==> src/sv/lkvc_pkg.sv <==
// Shared types and constants of the key-value cache.
`timescale 1ns / 1ps
package lkvc_pkg;
    localparam int CAPACITY   = 16;
    localparam int KEY_BITS   = 64;
    localparam int VALUE_BITS = 64;
    localparam int IDX_BITS   = $clog2(CAPACITY);
    localparam int CNT_BITS   = $clog2(CAPACITY + 1);
    localparam int CAP_BITS   = 5;
    localparam int UCNT_BITS  = 16;

    localparam logic [1:0] OP_GET   = 2'd0;
    localparam logic [1:0] OP_SET   = 2'd1;
    localparam logic [1:0] OP_CLEAR = 2'd2;

    localparam logic CFG_CAPACITY = 1'b0;
    localparam logic CFG_LOG      = 1'b1;

    typedef enum logic [2:0] {
        S_IDLE, S_SCAN, S_WAIT, S_DECIDE, S_UPDATE, S_OUT
    } t_state;

    // controller to datapath
    typedef struct packed {
        logic load;      // capture request, clear scan results
        logic scan_rd;   // issue read of entry r_ridx
        logic scan_chk;  // compare data read last cycle
        logic upd;       // apply the request to the store
        logic out_load;  // load result register
    } t_cmd;

    // datapath to controller
    typedef struct packed {
        logic last_rd;   // read of final entry issued
    } t_stat;
endpackage

==> src/sv/lru_key_value_cache_top.sv <==
// Top level of the fully associative LRU key-value cache.
`timescale 1ns / 1ps
// Usage:
//  Slave stream carries one request: tdata = {value, key}, tuser = opcode
//  (0 get, 1 set, 2 clear update counter). Master stream returns one
//  result per request in tdata.
//  Configuration: i_cfg_we with i_cfg_idx 0 (active capacity, 5 bits) or
//  1 (logging enable); write only while idle.
//  Timing: a request is taken in the idle state, the key and value RAMs are
//  scanned one entry per cycle through their registered read port, then a
//  wait state checks the last entry read, a decide state loads the result
//  register and an update state applies the request to the store and
//  ranks. The result is then offered in the output state; no new request
//  is taken before the previous result has been accepted.
//  When the receiver stalls, the result is held and no new request is taken.
//  Reset clears valid bits, ranks, occupancy, counter and logging, sets the
//  capacity to 16; RAM contents stay undefined and unused while invalid.
module lru_key_value_cache_top import lkvc_pkg::*; (
    input  logic          i_clk,
    input  logic          i_rst_n,
    input  logic          s_axis_tvalid,
    output logic          s_axis_tready,
    input  logic [127:0]  s_axis_tdata,   // key[63:0], value[127:64]
    input  logic [1:0]    s_axis_tuser,   // opcode[1:0]
    output logic          m_axis_tvalid,
    input  logic          m_axis_tready,
    // hit[0], read_value[64:1], evicted[65], evicted_key[129:66],
    // update_count[145:130], zero fill to 151
    output logic [151:0]  m_axis_tdata,
    input  logic          i_cfg_we,
    input  logic          i_cfg_idx,
    input  logic [4:0]    i_cfg_data
);
    t_cmd  w_cmd;
    t_stat w_stat;
    logic                  w_hit, w_ev;
    logic [VALUE_BITS-1:0] w_rv;
    logic [KEY_BITS-1:0]   w_ek;
    logic [UCNT_BITS-1:0]  w_uc;

    lkvc_ctrl u_ctrl (
        .i_clk(i_clk), .i_rst_n(i_rst_n),
        .i_in_valid(s_axis_tvalid), .o_in_ready(s_axis_tready),
        .o_out_valid(m_axis_tvalid), .i_out_ready(m_axis_tready),
        .i_stat(w_stat), .o_cmd(w_cmd));

    lkvc_dp u_dp (
        .i_clk(i_clk), .i_rst_n(i_rst_n), .i_cmd(w_cmd), .o_stat(w_stat),
        .i_cfg_we(i_cfg_we), .i_cfg_idx(i_cfg_idx), .i_cfg_data(i_cfg_data),
        .i_opcode(s_axis_tuser), .i_key(s_axis_tdata[63:0]),
        .i_value(s_axis_tdata[127:64]),
        .o_hit(w_hit), .o_read_value(w_rv), .o_evicted(w_ev),
        .o_evicted_key(w_ek), .o_update_count(w_uc));

    assign m_axis_tdata = {6'd0, w_uc, w_ek, w_ev, w_rv, w_hit};
endmodule

==> src/sv/lkvc_ram.sv <==
// Generic simple dual-port RAM (one write, one read port) with registered read.
`timescale 1ns / 1ps
module lkvc_ram #(
    parameter int WIDTH = 8,
    parameter int DEPTH = 16
) (
    input  logic                     i_clk,
    input  logic                     i_we,
    input  logic [$clog2(DEPTH)-1:0] i_waddr,
    input  logic [WIDTH-1:0]         i_wdata,
    input  logic [$clog2(DEPTH)-1:0] i_raddr,
    output logic [WIDTH-1:0]         o_rdata
);
    logic [WIDTH-1:0] r_mem [DEPTH];
    always_ff @(posedge i_clk) begin
        if (i_we) begin
            r_mem[i_waddr] <= i_wdata;
        end
        o_rdata <= r_mem[i_raddr];
    end
endmodule

==> src/sv/lkvc_ctrl.sv <==
// Sequencer of the cache: scan, decide, update, deliver.
`timescale 1ns / 1ps
module lkvc_ctrl import lkvc_pkg::*; (
    input  logic  i_clk,
    input  logic  i_rst_n,
    input  logic  i_in_valid,
    output logic  o_in_ready,
    output logic  o_out_valid,
    input  logic  i_out_ready,
    input  t_stat i_stat,
    output t_cmd  o_cmd
);
    t_state r_state, n_state;

    always_ff @(posedge i_clk) begin
        if (!i_rst_n) begin
            r_state <= S_IDLE;
        end else begin
            r_state <= n_state;
        end
    end

    always_comb begin
        n_state = r_state;
        unique case (r_state)
            S_IDLE:   if (i_in_valid) n_state = S_SCAN;
            S_SCAN:   if (i_stat.last_rd) n_state = S_WAIT;
            S_WAIT:   n_state = S_DECIDE;
            S_DECIDE: n_state = S_UPDATE;
            S_UPDATE: n_state = S_OUT;
            S_OUT:    if (i_out_ready) n_state = S_IDLE;
            default:  n_state = S_IDLE;
        endcase
    end

    always_comb begin
        o_cmd       = '0;
        o_in_ready  = 1'b0;
        o_out_valid = 1'b0;
        unique case (r_state)
            S_IDLE: begin
                o_in_ready = 1'b1;
                o_cmd.load = i_in_valid;
            end
            S_SCAN: begin
                o_cmd.scan_rd  = 1'b1;
                o_cmd.scan_chk = 1'b1;
            end
            S_WAIT:   o_cmd.scan_chk = 1'b1;
            S_DECIDE: o_cmd.out_load = 1'b1;
            S_UPDATE: o_cmd.upd = 1'b1;
            S_OUT:    o_out_valid = 1'b1;
            default:  o_cmd = '0;
        endcase
    end
endmodule

==> src/sv/lkvc_dp.sv <==
// Datapath of the cache: stores, scan comparators, ranks and result.
`timescale 1ns / 1ps
module lkvc_dp import lkvc_pkg::*; (
    input  logic                  i_clk,
    input  logic                  i_rst_n,
    input  t_cmd                  i_cmd,
    output t_stat                 o_stat,
    input  logic                  i_cfg_we,
    input  logic                  i_cfg_idx,
    input  logic [CAP_BITS-1:0]   i_cfg_data,
    input  logic [1:0]            i_opcode,
    input  logic [KEY_BITS-1:0]   i_key,
    input  logic [VALUE_BITS-1:0] i_value,
    output logic                  o_hit,
    output logic [VALUE_BITS-1:0] o_read_value,
    output logic                  o_evicted,
    output logic [KEY_BITS-1:0]   o_evicted_key,
    output logic [UCNT_BITS-1:0]  o_update_count
);
    logic [CAP_BITS-1:0]   r_cap;
    logic                  r_log;
    logic [1:0]            r_op;
    logic [KEY_BITS-1:0]   r_key;
    logic [VALUE_BITS-1:0] r_val;
    logic [CAPACITY-1:0]   r_valid;
    logic [IDX_BITS-1:0]   r_rank [CAPACITY];
    logic [CNT_BITS-1:0]   r_occ;
    logic [UCNT_BITS-1:0]  r_ucnt;
    logic [IDX_BITS-1:0]   r_ridx;   // read address
    logic [IDX_BITS-1:0]   r_cidx;   // entry whose data is on the RAM output
    logic                  r_cvld;
    logic                  r_found;
    logic [IDX_BITS-1:0]   r_hidx;
    logic                  r_lfound;
    logic [IDX_BITS-1:0]   r_lidx;
    logic [IDX_BITS-1:0]   r_lrank;
    logic                  r_ffound;
    logic [IDX_BITS-1:0]   r_fidx;
    logic [VALUE_BITS-1:0] r_hval;
    logic [KEY_BITS-1:0]   r_lkey;
    logic                  r_ins;
    logic [IDX_BITS-1:0]   r_slot;
    logic [IDX_BITS-1:0]   r_limit;

    logic [KEY_BITS-1:0]   w_rkey;
    logic [VALUE_BITS-1:0] w_rval;
    logic [IDX_BITS-1:0]   w_raddr;
    logic                  w_kwe, w_vwe;
    logic [CNT_BITS-1:0]   w_ecap;
    logic                  w_full;

    assign w_raddr = r_ridx;
    assign w_kwe   = i_cmd.upd && r_ins;
    assign w_vwe   = i_cmd.upd && (r_ins || (r_found && r_op == OP_SET));

    lkvc_ram #(.WIDTH(KEY_BITS), .DEPTH(CAPACITY)) u_keys (
        .i_clk(i_clk), .i_we(w_kwe), .i_waddr(r_slot), .i_wdata(r_key),
        .i_raddr(w_raddr), .o_rdata(w_rkey));
    lkvc_ram #(.WIDTH(VALUE_BITS), .DEPTH(CAPACITY)) u_vals (
        .i_clk(i_clk), .i_we(w_vwe), .i_waddr(r_slot), .i_wdata(r_val),
        .i_raddr(w_raddr), .o_rdata(w_rval));

    assign o_stat.last_rd = (r_ridx == IDX_BITS'(CAPACITY - 1));

    always_comb begin
        if (r_cap == '0) begin
            w_ecap = CNT_BITS'(1);
        end else if (32'(r_cap) > CAPACITY) begin
            w_ecap = CNT_BITS'(CAPACITY);
        end else begin
            w_ecap = CNT_BITS'(r_cap);
        end
        w_full = (r_occ >= w_ecap);
    end

    always_ff @(posedge i_clk) begin
        if (!i_rst_n) begin
            r_cap   <= CAP_BITS'(16);
            r_log   <= 1'b0;
            r_valid <= '0;
            r_occ   <= '0;
            r_ucnt  <= '0;
            r_cvld  <= 1'b0;
            for (int i = 0; i < CAPACITY; i++) r_rank[i] <= '0;
        end else begin
            if (i_cfg_we) begin
                if (i_cfg_idx == CFG_CAPACITY) r_cap <= i_cfg_data;
                else r_log <= i_cfg_data[0];
            end
            r_cvld <= i_cmd.scan_rd;
            if (i_cmd.upd) begin
                if (r_op == OP_CLEAR) r_ucnt <= '0;
                if (r_ins) begin
                    r_valid[r_slot] <= 1'b1;
                    if (!w_full) r_occ <= r_occ + 1'b1;
                    if (r_log && r_ucnt != '1) r_ucnt <= r_ucnt + 1'b1;
                end
                if (r_ins || (r_found && (r_op == OP_GET || r_op == OP_SET))) begin
                    // age entries more recent than the limit (all valid entries on an insert), promote the slot
                    for (int i = 0; i < CAPACITY; i++) begin
                        if (IDX_BITS'(i) == r_slot) r_rank[i] <= '0;
                        else if (r_valid[i] && (r_ins || r_rank[i] < r_limit))
                            r_rank[i] <= r_rank[i] + 1'b1;
                    end
                end
            end
        end
    end

    always_ff @(posedge i_clk) begin
        if (i_cmd.load) begin
            r_op     <= i_opcode;
            r_key    <= i_key;
            r_val    <= i_value;
            r_ridx   <= '0;
            r_found  <= 1'b0;
            r_lfound <= 1'b0;
            r_ffound <= 1'b0;
        end
        if (i_cmd.scan_rd) begin
            r_cidx <= r_ridx;
            if (!o_stat.last_rd) r_ridx <= r_ridx + 1'b1;
        end
        if (i_cmd.scan_chk && r_cvld) begin
            if (r_valid[r_cidx] && w_rkey == r_key && !r_found) begin
                r_found <= 1'b1;
                r_hidx  <= r_cidx;
                r_hval  <= w_rval;
            end
            if (r_valid[r_cidx] && (!r_lfound || r_rank[r_cidx] > r_lrank)) begin
                r_lfound <= 1'b1;
                r_lidx   <= r_cidx;
                r_lrank  <= r_rank[r_cidx];
                r_lkey   <= w_rkey;
            end
            if (!r_valid[r_cidx] && !r_ffound) begin
                r_ffound <= 1'b1;
                r_fidx   <= r_cidx;
            end
        end
        if (i_cmd.out_load) begin
            r_ins          <= 1'b0;
            o_hit          <= 1'b0;
            o_read_value   <= '0;
            o_evicted      <= 1'b0;
            o_evicted_key  <= '0;
            o_update_count <= r_ucnt;
            if (r_op == OP_CLEAR) o_update_count <= '0;
            if (r_op == OP_GET || r_op == OP_SET) begin
                if (r_found) begin
                    o_hit   <= 1'b1;
                    r_slot  <= r_hidx;
                    r_limit <= r_rank[r_hidx];
                    if (r_op == OP_GET) o_read_value <= r_hval;
                end else if (r_op == OP_SET) begin
                    r_ins <= 1'b1;
                    if (r_log && r_ucnt != '1) o_update_count <= r_ucnt + 1'b1;
                    if (w_full) begin
                        r_slot        <= r_lfound ? r_lidx : '0;
                        o_evicted     <= 1'b1;
                        o_evicted_key <= r_lfound ? r_lkey : '0;
                    end else begin
                        r_slot <= r_ffound ? r_fidx : '0;
                    end
                end
            end
        end
    end
endmodule

==> config.mk <==
export PLATFORM = sky130hd
export DESIGN_NAME = lru_key_value_cache_top
export DESIGN_NICKNAME = d
export VERILOG_FILES = /design/src/sv/lkvc_pkg.sv /design/src/sv/lru_key_value_cache_top.sv /design/src/sv/lkvc_ram.sv /design/src/sv/lkvc_ctrl.sv /design/src/sv/lkvc_dp.sv
export SDC_FILE = /design/constraint.sdc
export NUM_CORES = 2
export LEC_CHECK = 0
export BUFFER_PORTS_ARGS = -buffer_cell sky130_fd_sc_hd__buf_2
export CAP_MARGIN = 20
export CORE_ASPECT_RATIO = 0.7
export CORE_MARGIN = 3
export CORE_UTILIZATION = 55
export DETAILED_ROUTE_END_ITERATION = 10
export PLACE_DENSITY_LB_ADDON = 0.1
export SLEW_MARGIN = 15
export SYNTH_ARGS = -nofsm -noshare
export SYNTH_HDL_FRONTEND = slang
export SYNTH_HIERARCHICAL = 1
export SYNTH_SLANG_ARGS = --single-unit
export TNS_END_PERCENT = 1
==> constraint.sdc <==
create_clock -name i_clk -period 6.3 [get_ports i_clk]
set_input_delay 0.945 -clock i_clk [delete_from_list [all_inputs] [get_ports i_clk]]
set_output_delay 0.945 -clock i_clk [all_outputs]
set_load 0.01 [all_outputs]
* Word level (Yosys, flattened, before mapping)
Memory sizes are Yosys's and may differ from the RTL's. A register that Yosys moved wholly into a read port is not among the register bits. Cells that the tools add are included.
Cells by class: bitwise logic cells 38, magnitude comparators 22, $add $sub $neg 19, equal/unequal tests 28, mux-type cells 257, reduce and logical (&&, ||, !) cells 71
Operator list (number):
- two-way mux 1 bit | 202
- two-way mux 4 bit | 41
- two-way mux 16 bit | 6
- adder 4 x 1 -> 4 bit (second input constant) | 17
- equality test 64 bit | 1
- less-than comparator 4 bit | 16
- equality test 4 bit (first input constant) | 8
- OR 1 bit | 32
- logical AND 1 bit | 27
- logical OR 1 bit | 20
- one-hot mux 3 bit (6 select lines) | 1
- adder 16 x 1 -> 16 bit (second input constant) | 1
- equality test 3 x 4 -> 1 bit (first input constant) | 4
- != test 16 bit (second input constant) | 1
- OR 16 bit | 1
- AND reduction 3 bit | 5
- AND reduction 2 bit | 6
- less-than comparator 4 x 5 -> 1 bit (second input constant) | 2
- two-way mux 5 bit | 2
- two-way mux 3 bit | 3
- equality test 2 x 4 -> 1 bit (first input constant) | 2
- equality test 3 x 2 -> 1 bit (second input constant) | 2
- equality test 3 bit (second input constant) | 2
- adder 5 x 1 -> 5 bit (second input constant) | 1
- 23 further kinds | 32
Word-level totals: memory bits (writable) 2112, flip-flop bits (word level) 483, memories 3, word-level logic and storage cells 466
Memory list:
- u_dp.u_keys.r_mem | depth 16, bits a word 64, read ports 1, clocked after Yosys merged registers in 1, write ports 1, line lkvc_ram.sv:14 | logic [WIDTH-1:0] r_mem [DEPTH];
- u_dp.u_vals.r_mem | depth 16, bits a word 64, read ports 1, clocked after Yosys merged registers in 1, write ports 1, line lkvc_ram.sv:14
- u_dp.r_rank | depth 16, bits a word 4, read ports 18, clocked after Yosys merged registers in 2, write ports 16, line lkvc_dp.sv:26 | logic [IDX_BITS-1:0] r_rank [CAPACITY];

* Logic depth before layout (Yosys ltp)
An unclocked memory read counts as a cell.
word-level depth 11, mapped depth 12

* By module
The synthesis kept the hierarchy.
By module, submodules not included:
- lkvc_ram | times used 2, area an instance 39581.7 um^2, cells an instance 1647, seq. area each 32030.7 um^2
- lkvc_dp | times used 1, area an instance 23238.5 um^2, cells an instance 1598, seq. area each 16025.4 um^2
- lkvc_ctrl | times used 1, area an instance 216.5 um^2, cells an instance 24, seq. area each 60.1 um^2
- lru_key_value_cache_top | times used 1, area an instance 63.8 um^2, cells an instance 9, seq. area each 0.0 um^2

* Least setup slack after synthesis
OpenSTA, ideal clock, no wires.
path type register -> register, start reg u_ctrl.r_state[0], end mem u_dp/u_vals/r_mem[0][0] in the netlist's numbering, enable pin, path slack -0.638 ns, stages on the path, launching flop included 11, arrival 6.374 ns, data required time 5.735 ns, path buffers 3, cells stage by stage dfxtp_1 buf_2 nor3_1 buf_4 nand2_2 inv_1 clkbuf_1 nor2_1 nor2_1 or3b_2 nor3_1
RTL lines:
- start, declared | line lkvc_ctrl.sv:13 | t_state r_state, n_state;
- start signal, assigned | line lkvc_ctrl.sv:19 | r_state <= n_state;
- end, declared | line lkvc_ram.sv:14

==> out/results.tsv <==
metric	value	unit
grt_pass1_vias	49309	
h-tree-depth	4	
cts_tree	built	
crit_chain	inv_2 > nor3_1 > buf_4 > nand2_2 > inv_1 > nor2_1 > nor2_1 > nand3_1 > nor2_4 > buf_4 > buf_4	
grt_max_degree	135	
ant_nets	0	
synth_ff_type	edfxtp_1	
min_to	u_dp/r_val[42]$_DFFE_PP_	
status	finished clean	
setup_ws	2120	ps
power_frac_clock	37.8	%
power_leakage	36.7	nW
overflow	0	
fillers	12819	
ys_warn_count	6	
synthMuxAreaShare	12.4	%
p_total	39.1	mW
crit_buf_inv	5	
cp_data_required_time	6760	ps
finalMaxSlewViolations	0	
vdd_drop_max	0.000270	V
post_drt_wl_per_cell	30.0	um
pre_cts_ws	2150	ps
synth_top_family_by_area	multiplexers	
portBuffers	288	
rsz0062_at_grt	false	
yosys.area.top_type	edfxtp_1	
final_common_cell	edfxtp_1	
critical_path_class	register to register	
drt_pass1_iterations	5	
r2r_cells	11	
rows	132	
ioPinCount	295	
clock_latency	850	ps
clockBufferDepth	3	
pwr_density_cell	339	mW/mm^2
holdBufCountCts	0	
detail_route.iter0.violations	5649	
combPwrFrac	9.2	%
synth_area_per_cell	20.8	sq um
hold_class	primary input to register	
die-area	0.192	sq mm
wirelength	240000	um
hold_viol	0	
whs_path_depth	1	
ys_seq_elements	2731	
yosysSeqAreaShare	78.1	%
vias	50157	
via_per_inst	6.26	
slowest_stage	buf_4	
synthDistinctLibCells	73	
synth_top_area_share	74.4	%
clk_pin_slew_worst_paths	60	ps
cpMostUsedCell	buf_4	
skew	33.6	ps
synth_compound_area_share	3.22	%
drc	0	
r2r_setup_slack	2120	ps
regToRegEndpoint	u_dp/u_vals/r_mem[15][7]$_DFFE_PP_	
fmax	239	MHz
crit-reg2reg-launch	u_ctrl/r_state[2]$_SDFFE_PN0P_	
seqCellArea	0.0802	sq mm
numCtsBuffers	239	
synth-simple-area-share	3.21	%
synth_area	0.103	sq mm
instances_no_fill	8013	
globalplace.congestion	0.800	
synth_enable_flop_cells	2545	
post_cts_buffers	0	
areaGrowthSynthToFinish	12.4	%
critPathLaunchType	register	
cap_violations	0	
die_w	522	um
placed_cells	7547	
ctsResizeCount	0	
ctsRootBufferMaster	clkbuf_16	
layout_common_cells	edfxtp_1 (2545), mux4_2 (553), buf_2 (288), a22oi_1 (257), clkbuf_16 (244)	
multi_input_area	0.0214	sq mm
p_sw_share	22.5	%
min_period	4180	ps
core_area	0.185	sq mm
cp_top_family	buffers and inverters	
power.switching	8.80	mW
synth_area_leaders	edfxtp_1 (74%), mux4_2 (12%), dfxtp_1 (3.6%)	
min_period_over_period	66.4	%
nets	5528	
fin_tns_setup	0	ps
internal_power	30.3	mW
clock_sinks	2731	
power_frac_seq	53.1	%
synthAdderAreaFrac	0.926	%
hpwlAfterDp	133000	um
async_flop_share	0	%
grt_pass1_wl	349000	um
initial_core_util	55.4	%
grtUsageTotal	25.2	%
drive_above_1_share	24.9	%
setup_viol	0	
relSlewSlack	21.6	%
cpPeakStageDelay	680	ps
tightest_slew	1170	ps
end_kind	register	
antenna_found_initial	26	
synthXorXnorAreaFrac	0.836	%
cp.arrival	4650	ps
syn_inst	4925	
die_h	368	um
worstPathMaxFanout	33	
worstHoldStart	s_axis_tdata[106]	
[layout make-up]
class | count | share of cell area [%]
well taps | 2479 | 2.69
clock buffers | 343 | 5.91
inverters | 44 | 0.143
multi-input cells | 1911 | 18.6
repair buffers | 384 | 2.19
flip-flops and latches | 2731 | 69.5
diodes | 5 | 0.0108
clock inverters | 116 | 1.01
[logic make-up after synthesis]
kind of cell | Yosys count
other | 1
xor gates and xnor gates | 98
muxes | 569
DFF | 2731
adders and majority gates | 76
and+or+nand+nor | 702
buffers and inverters | 288
AOI/OAI and AO/OA | 460
[per-stage QoR]
stage | hold slack [ps] | area, sq um | util (%)
after floorplan | 386 | 103000 | -
after detailed placement | 389 | 107000 | 57.9
after global routing | 201 | 115000 | 62.3
after global placement | 388 | 107000 | 57.9
after CTS | 192 | 115000 | 62.2
final | 262 | 115000 | 62.3
[worst reg2reg max path: cells and delay by family, from the launching register on]
family / cells / cell delay (ps)
flops: 1 / 440
simple gates: 6 / 1230
buf+inv: 5 / 2100
[power by group through the flow]
stage	registers, mW	logic (mW)	clock network [mW]
5_1_grt	20.8	3.85	15.8
4_1_cts	20.8	3.61	15.1
3_3_place_gp	21.1	3.59	0
6_report	20.8	3.59	14.8
2_1_floorplan	20.9	2.73	0
3_5_place_dp	21.2	3.59	0
[registers in the layout, summed over array words and instances (netlist names), 64 cells and up, named ones only]
| register | count |
|---|---|
| u_dp/r_key | 64 |
| u_dp/r_rank | 64 |
| u_dp/u_keys/r_mem | 1024 |
| u_dp/o_evicted_key | 64 |
| u_dp/r_lkey | 64 |
| u_dp/r_hval | 64 |
| u_dp/u_vals/o_rdata | 64 |
| u_dp/o_read_value | 64 |
| u_dp/r_val | 64 |
| u_dp/u_keys/o_rdata | 64 |
| u_dp/u_vals/r_mem | 1024 |
[synth_stat cells, types with 16 or more instances]
library cell / instances
edfxtp_1: 2545
mux4_2: 553
a22oi_1: 257
nor2_1: 223
dfxtp_1: 186
nand2_1: 172
clkbuf_1: 111
nand3_1: 105
and2_1: 79
ha_1: 76
xor2_1: 67
buf_2: 51
o21ai_0: 51
inv_1: 43
a21o_1: 38
buf_1: 34
xnor2_1: 31
nand2b_1: 29
a21oi_1: 26
buf_6: 26
o211ai_1: 23
buf_4: 21
nor3_1: 16
[routing by layer]
layer | GRT usage (%) | wire, um
met1 | 40.9 | 109000
met4 | 5.21 | 4650
met5 | 0 | 37
met3 | 5.89 | 21900
met2 | 35.0 | 105000
[how the worst max path moves through the flow]
stage,from,endpoint,cells past startpoint
final,u_ctrl/r_state[2]$_SDFFE_PN0P_,u_dp/u_vals/r_mem[15][7]$_DFFE_PP_,11
after floorplan,u_ctrl/r_state[0]$_SDFFE_PN0P_,u_dp/u_keys/r_mem[0][0]$_DFFE_PP_,8
after detailed placement,u_ctrl/r_state[2]$_SDFFE_PN0P_,u_dp/u_vals/r_mem[3][53]$_DFFE_PP_,10
after global placement,register,u_dp/r_lkey[28]$_DFFE_PP_,9
after CTS,u_ctrl/r_state[2]$_SDFFE_PN0P_,u_dp/u_vals/r_mem[3][1]$_DFFE_PP_,10
after global routing,u_ctrl/r_state[2]$_SDFFE_PN0P_,u_dp/u_vals/r_mem[1][0]$_DFFE_PP_,10
Power figures use the tool's default switching activity.
